--- config.mk ---
export PLATFORM = sky130hd
export DESIGN_NAME = mbe_cell
export DESIGN_NICKNAME = d
export VERILOG_FILES = /design/src/mbe_pkg.sv /design/src/mbe_cell.sv
export SDC_FILE = /design/constraint.sdc
export NUM_CORES = 2
export LEC_CHECK = 0
export ABC_AREA = 1
export ABC_CLOCK_PERIOD_IN_PS = 6900
export BUFFER_PORTS_ARGS = -buffer_cell sky130_fd_sc_hd__buf_2
export CORE_ASPECT_RATIO = 0.7
export CORE_UTILIZATION = 55
export CTS_CLUSTER_DIAMETER = 200
export CTS_CLUSTER_SIZE = 28
export DETAILED_ROUTE_END_ITERATION = 10
export PLACE_DENSITY = 0.82
export SLEW_MARGIN = 20
export SYNTH_ARGS = -nofsm -noshare
export SYNTH_HDL_FRONTEND = slang
export SYNTH_SLANG_ARGS = --single-unit
--- constraint.sdc ---
create_clock -name clk -period 6.9 [get_ports clk]
set_clock_uncertainty 0.15 [all_clocks]
set_input_delay 1.38 -clock clk [delete_from_list [all_inputs] [get_ports clk]]
set_output_delay 1.38 -clock clk [all_outputs]
set_load 0.02 [all_outputs]
--- src/mbe_pkg.sv ---
// Shared constants, types and state codes for the escape-time unit.
package mbe_pkg;

  localparam int FRAC_BITS   = 28;
  localparam int COUNT_WIDTH = 16;
  localparam int C_W         = 32;
  localparam int Z_W         = 36;
  localparam int THR_W       = 32;
  localparam int DIGIT_W     = 9;
  localparam int NUM_CELLS   = Z_W / DIGIT_W;
  localparam int ACC_W       = Z_W + DIGIT_W + 1;
  localparam int FULL_W      = ACC_W + Z_W;
  localparam int SQ_W        = 48;
  localparam int IDX_W       = 2;

  localparam logic signed [Z_W-1:0] Z_MAX = {1'b0, {(Z_W-1){1'b1}}};
  localparam logic signed [Z_W-1:0] Z_MIN = {1'b1, {(Z_W-1){1'b0}}};

  localparam logic [IDX_W-1:0] REG_LIMIT     = 2'd0;
  localparam logic [IDX_W-1:0] REG_THRESHOLD = 2'd1;

  typedef enum logic [1:0] {
    ST_IDLE,
    ST_RUN,
    ST_STEP
  } state_t;

  // Data handed from one multiplier cell to the next
  typedef struct packed {
    logic                    valid;
    logic signed [Z_W-1:0]   x_re;
    logic signed [Z_W-1:0]   x_im;
    logic signed [Z_W-1:0]   y_re;
    logic signed [Z_W-1:0]   y_im;
    logic signed [ACC_W-1:0] hi_aa;
    logic signed [ACC_W-1:0] hi_bb;
    logic signed [ACC_W-1:0] hi_ab;
    logic [Z_W-1:0]          lo_aa;
    logic [Z_W-1:0]          lo_bb;
    logic [Z_W-1:0]          lo_ab;
  } cell_t;

endpackage

--- src/mbe_cell.sv ---
// One multiplier cell: folds one digit of the multiplier into three partial products.
module mbe_cell (
  input  logic          clk,
  input  logic          rst,
  input  mbe_pkg::cell_t cell_in,
  output mbe_pkg::cell_t cell_out
);
  import mbe_pkg::*;

  logic signed [DIGIT_W:0]  dig_re;
  logic signed [DIGIT_W:0]  dig_im;
  logic signed [ACC_W-1:0]  sum_aa;
  logic signed [ACC_W-1:0]  sum_bb;
  logic signed [ACC_W-1:0]  sum_ab;

  // low digit of the multiplier, unsigned; sign handled after the chain
  assign dig_re = $signed({1'b0, cell_in.y_re[DIGIT_W-1:0]});
  assign dig_im = $signed({1'b0, cell_in.y_im[DIGIT_W-1:0]});

  assign sum_aa = cell_in.hi_aa + ACC_W'(cell_in.x_re * dig_re);
  assign sum_bb = cell_in.hi_bb + ACC_W'(cell_in.x_im * dig_im);
  assign sum_ab = cell_in.hi_ab + ACC_W'(cell_in.x_re * dig_im);

  // shift the finished digit into the low word, pass the rest on
  always_ff @(posedge clk) begin
    if (rst) begin
      cell_out.valid <= 1'b0;
    end else begin
      cell_out.valid <= cell_in.valid;
    end
    cell_out.x_re  <= cell_in.x_re;
    cell_out.x_im  <= cell_in.x_im;
    cell_out.y_re  <= cell_in.y_re >>> DIGIT_W;
    cell_out.y_im  <= cell_in.y_im >>> DIGIT_W;
    cell_out.hi_aa <= sum_aa >>> DIGIT_W;
    cell_out.hi_bb <= sum_bb >>> DIGIT_W;
    cell_out.hi_ab <= sum_ab >>> DIGIT_W;
    cell_out.lo_aa <= {sum_aa[DIGIT_W-1:0], cell_in.lo_aa[Z_W-1:DIGIT_W]};
    cell_out.lo_bb <= {sum_bb[DIGIT_W-1:0], cell_in.lo_bb[Z_W-1:DIGIT_W]};
    cell_out.lo_ab <= {sum_ab[DIGIT_W-1:0], cell_in.lo_ab[Z_W-1:DIGIT_W]};
  end

endmodule

==> results_dict.tcl <==
set metrics [dict create \
    slew_viol_final 0 \
    ys_types 30 \
    yosysWarnings 0 \
    worst_slack_ps 385 \
    drive_gt1_frac 0.137 \
    crit_path_max_incr_delay_ps 760 \
    viasPerCell 5.07 \
    hold_violations 0 \
    vias 42600 \
    reg.largest.list "cell_out (346)" \
    max_flop_register "cell_out" \
    rsz0062_at_grt "false" \
    clk_pin_slew_worst_paths_ps 120 \
    overflow 0 \
    cts_sinks 346 \
    start_util 0.557 \
    io_buffers 756 \
    area_delta_synth_final_pct 11.7 \
    largest_reg_flops 346 \
    syn_area_um2 49300 \
    worst_hold_path.num_cells 1 \
    cp_max_fo 28 \
    holdCritPathClass "in2reg" \
    cts_setup_buffers 0 \
    antenna_found_initial 25 \
    layout.nets 8823 \
    grt_pass1_vias 42000 \
    dp.cells 8350 \
    fmax_mhz 154 \
    fill_cells 7685 \
    multiInputGateArea_um2 33800 \
    dp_hpwl_um 135000 \
    cp.required_ps 7230 \
    drt_first_pass_iters 9 \
    layout.area.seq_um2 6930 \
    status "complete, no violations" \
    final_cell_mix "2080 x nand2_1, 1974 x inv_1, 918 x fa_1" \
    critical_path.cell_chain "buf_2 -> buf_4 -> nand2_1 -> inv_1 -> fa_1 -> inv_1 -> fa_1 -> inv_1 -> fa_1 -> fa_1 -> inv_1 -> fa_1 -> inv_1 -> ha_1 -> nand2_2 -> nor2_2 -> nand2_1 -> nand3_2 -> nand2_1 -> nand2_2 -> nand2_1 -> nand3_1 -> nand2_1" \
    path_depth 23 \
    wire_per_inst_um 19.1 \
    end_kind "register" \
    finalSetupViolCount 0 \
    slew_headroom 0.247 \
    hold_start "cell_in[281]" \
    fp.dieW_um 360 \
    finalNonFillerCells 8401 \
    place.gp.congestion 1.05 \
    drtAntennaViolNets 0 \
    fp.dieH_um 252 \
    critPathLaunchType "primary input" \
    clk_path_buf_depth 3 \
    fin_crit_ps 6510 \
    holdPathEnd "cell_out[272]$_DFF_P_" \
    drt_wl_total_um 161000 \
    drc 0 \
    first_iter_violations 4667 \
    crit_arrival_ps 6840 \
    synth_cells 6574 \
    cts_buffers 16 \
    rows 91 \
    tritoncts "yes" \
    syn_area_per_cell_um2 7.50 \
    ioPinCount 784 \
    critPathTopFamily "adder cells" \
    synthesis.nets 8191 \
    root_buffer "clkbuf_16" \
    ys_seq_elements 346 \
    worst-path-buf-inv 7 \
    coreArea_um2 88500 \
    dp_slack_ps -0.0431 \
    crit_path_top_delay_cell "buf_2" \
    fin_crit_sh 0.944 \
    drv_cap 0 \
    grt_pass1_wl_um 245000 \
    crit_type "in2reg" \
    final_common_cell "nand2_1" \
    hold_ws_ps 716 \
    cts_resized 0 \
    fp.dieArea_um2 90800 \
    grt_start_max_net_pins 73 \
    ys_seq_area_frac 0.141 \
    track_usage 0.356 \
    holdBufCountCts 0 \
    h-tree-depth 1 \
    worst_pin_slew_ps 1130 \
]
cell families (layout without fill, tap and decap cells):
| kind of cell | after synthesis | after routing | synth area share |
|---|---|---|---|
| DFF | 346 | 346 | 0.141 |
| buffers and inverters | 2242 | 2874 | 0.174 |
| AOI/OAI and AO/OA | 99 | 99 | 0.0115 |
| and+or+nand+nor | 2594 | 2594 | 0.211 |
| adders and majority gates | 1224 | 1224 | 0.450 |
| other | 0 | 33 | 0 |
| xor gates and xnor gates | 69 | 69 | 0.0123 |
through the flow:
| stage | util | TNS [ps] | area (um^2) |
|---|---|---|---|
| 2_1_floorplan | - | 0 | 49300 |
| 3_3_place_gp | 0.616 | 0 | 54500 |
| 3_5_place_dp | 0.616 | -0.0431 | 54500 |
| 4_1_cts | 0.621 | 0 | 55000 |
| 5_1_grt | 0.622 | 0 | 55000 |
| 6_report | 0.622 | 0 | 55100 |
per-layer routing:
layer  GRT usage  vias to the layer above  routed length, um
li1            -                    19500                  -
met5      0.0223                        -                207
met1       0.527                    20400              68200
met4      0.0681                       12               3320
met2       0.487                     2466              64400
met3       0.141                      202              24600
worst max path at each step:
stage	slack, ps	endpoint	start
after detailed placement	-0.04	cell_out[224]$_DFF_P_	cell_in[286]
final	390	cell_out[224]$_DFF_P_	cell_in[286]
after global placement	40	cell_out[230]$_DFF_P_	cell_in[287]
after global routing	230	cell_out[224]$_DFF_P_	cell_in[287]
after floorplan	670	cell_out[235]$_DFF_P_	cell_in[389]
after CTS	610	cell_out[224]$_DFF_P_	cell_in[286]
synth_stat cells:
cell type  count  area (um^2)
o21ai_0        2         10.0
buf_1         21         78.8
nand3_2       11          110
buf_4         45          338
nor2_4        10          113
fa_1         918        18400
nor3_1         9         45.0
nand3b_1       4         30.0
o21bai_1      13         97.6
nand2_2       31          194
and3_1         1         6.26
a21o_1         1         7.51
o21a_1         2         15.0
nand2_1     2080         7810
a21oi_1       78          390
clkbuf_1     195          732
nand4_1       40          250
o21bai_4       2         37.5
a21oi_2        1         8.76
nor3_2        11          110
nor2_2        23          144
xor2_1        62          543
inv_1       1974         7410
clkinv_1       1         3.75
xnor2_1        7         61.3
inv_2          6         22.5
ha_1         306         3830
dfxtp_1      346         6930
nand3_1      154          771
nor2_1       220          826
final cells by class:
| class | instances | share of cell area |
|---|---|---|
| Antenna cell | 33 | 0.00150 |
| Sequential cell | 346 | 0.126 |
| Clock buffer | 17 | 0.00773 |
| Tap cell | 1162 | 0.0264 |
| Clock inverter | 1 | 0.000364 |
| Timing Repair Buffer | 875 | 0.0895 |
| Multi-Input combinational cell | 3986 | 0.614 |
| Inverter | 1981 | 0.135 |
Power is not shown: default switching activity piles up to over one toggle a cycle in this logic, so the estimate is an artifact.
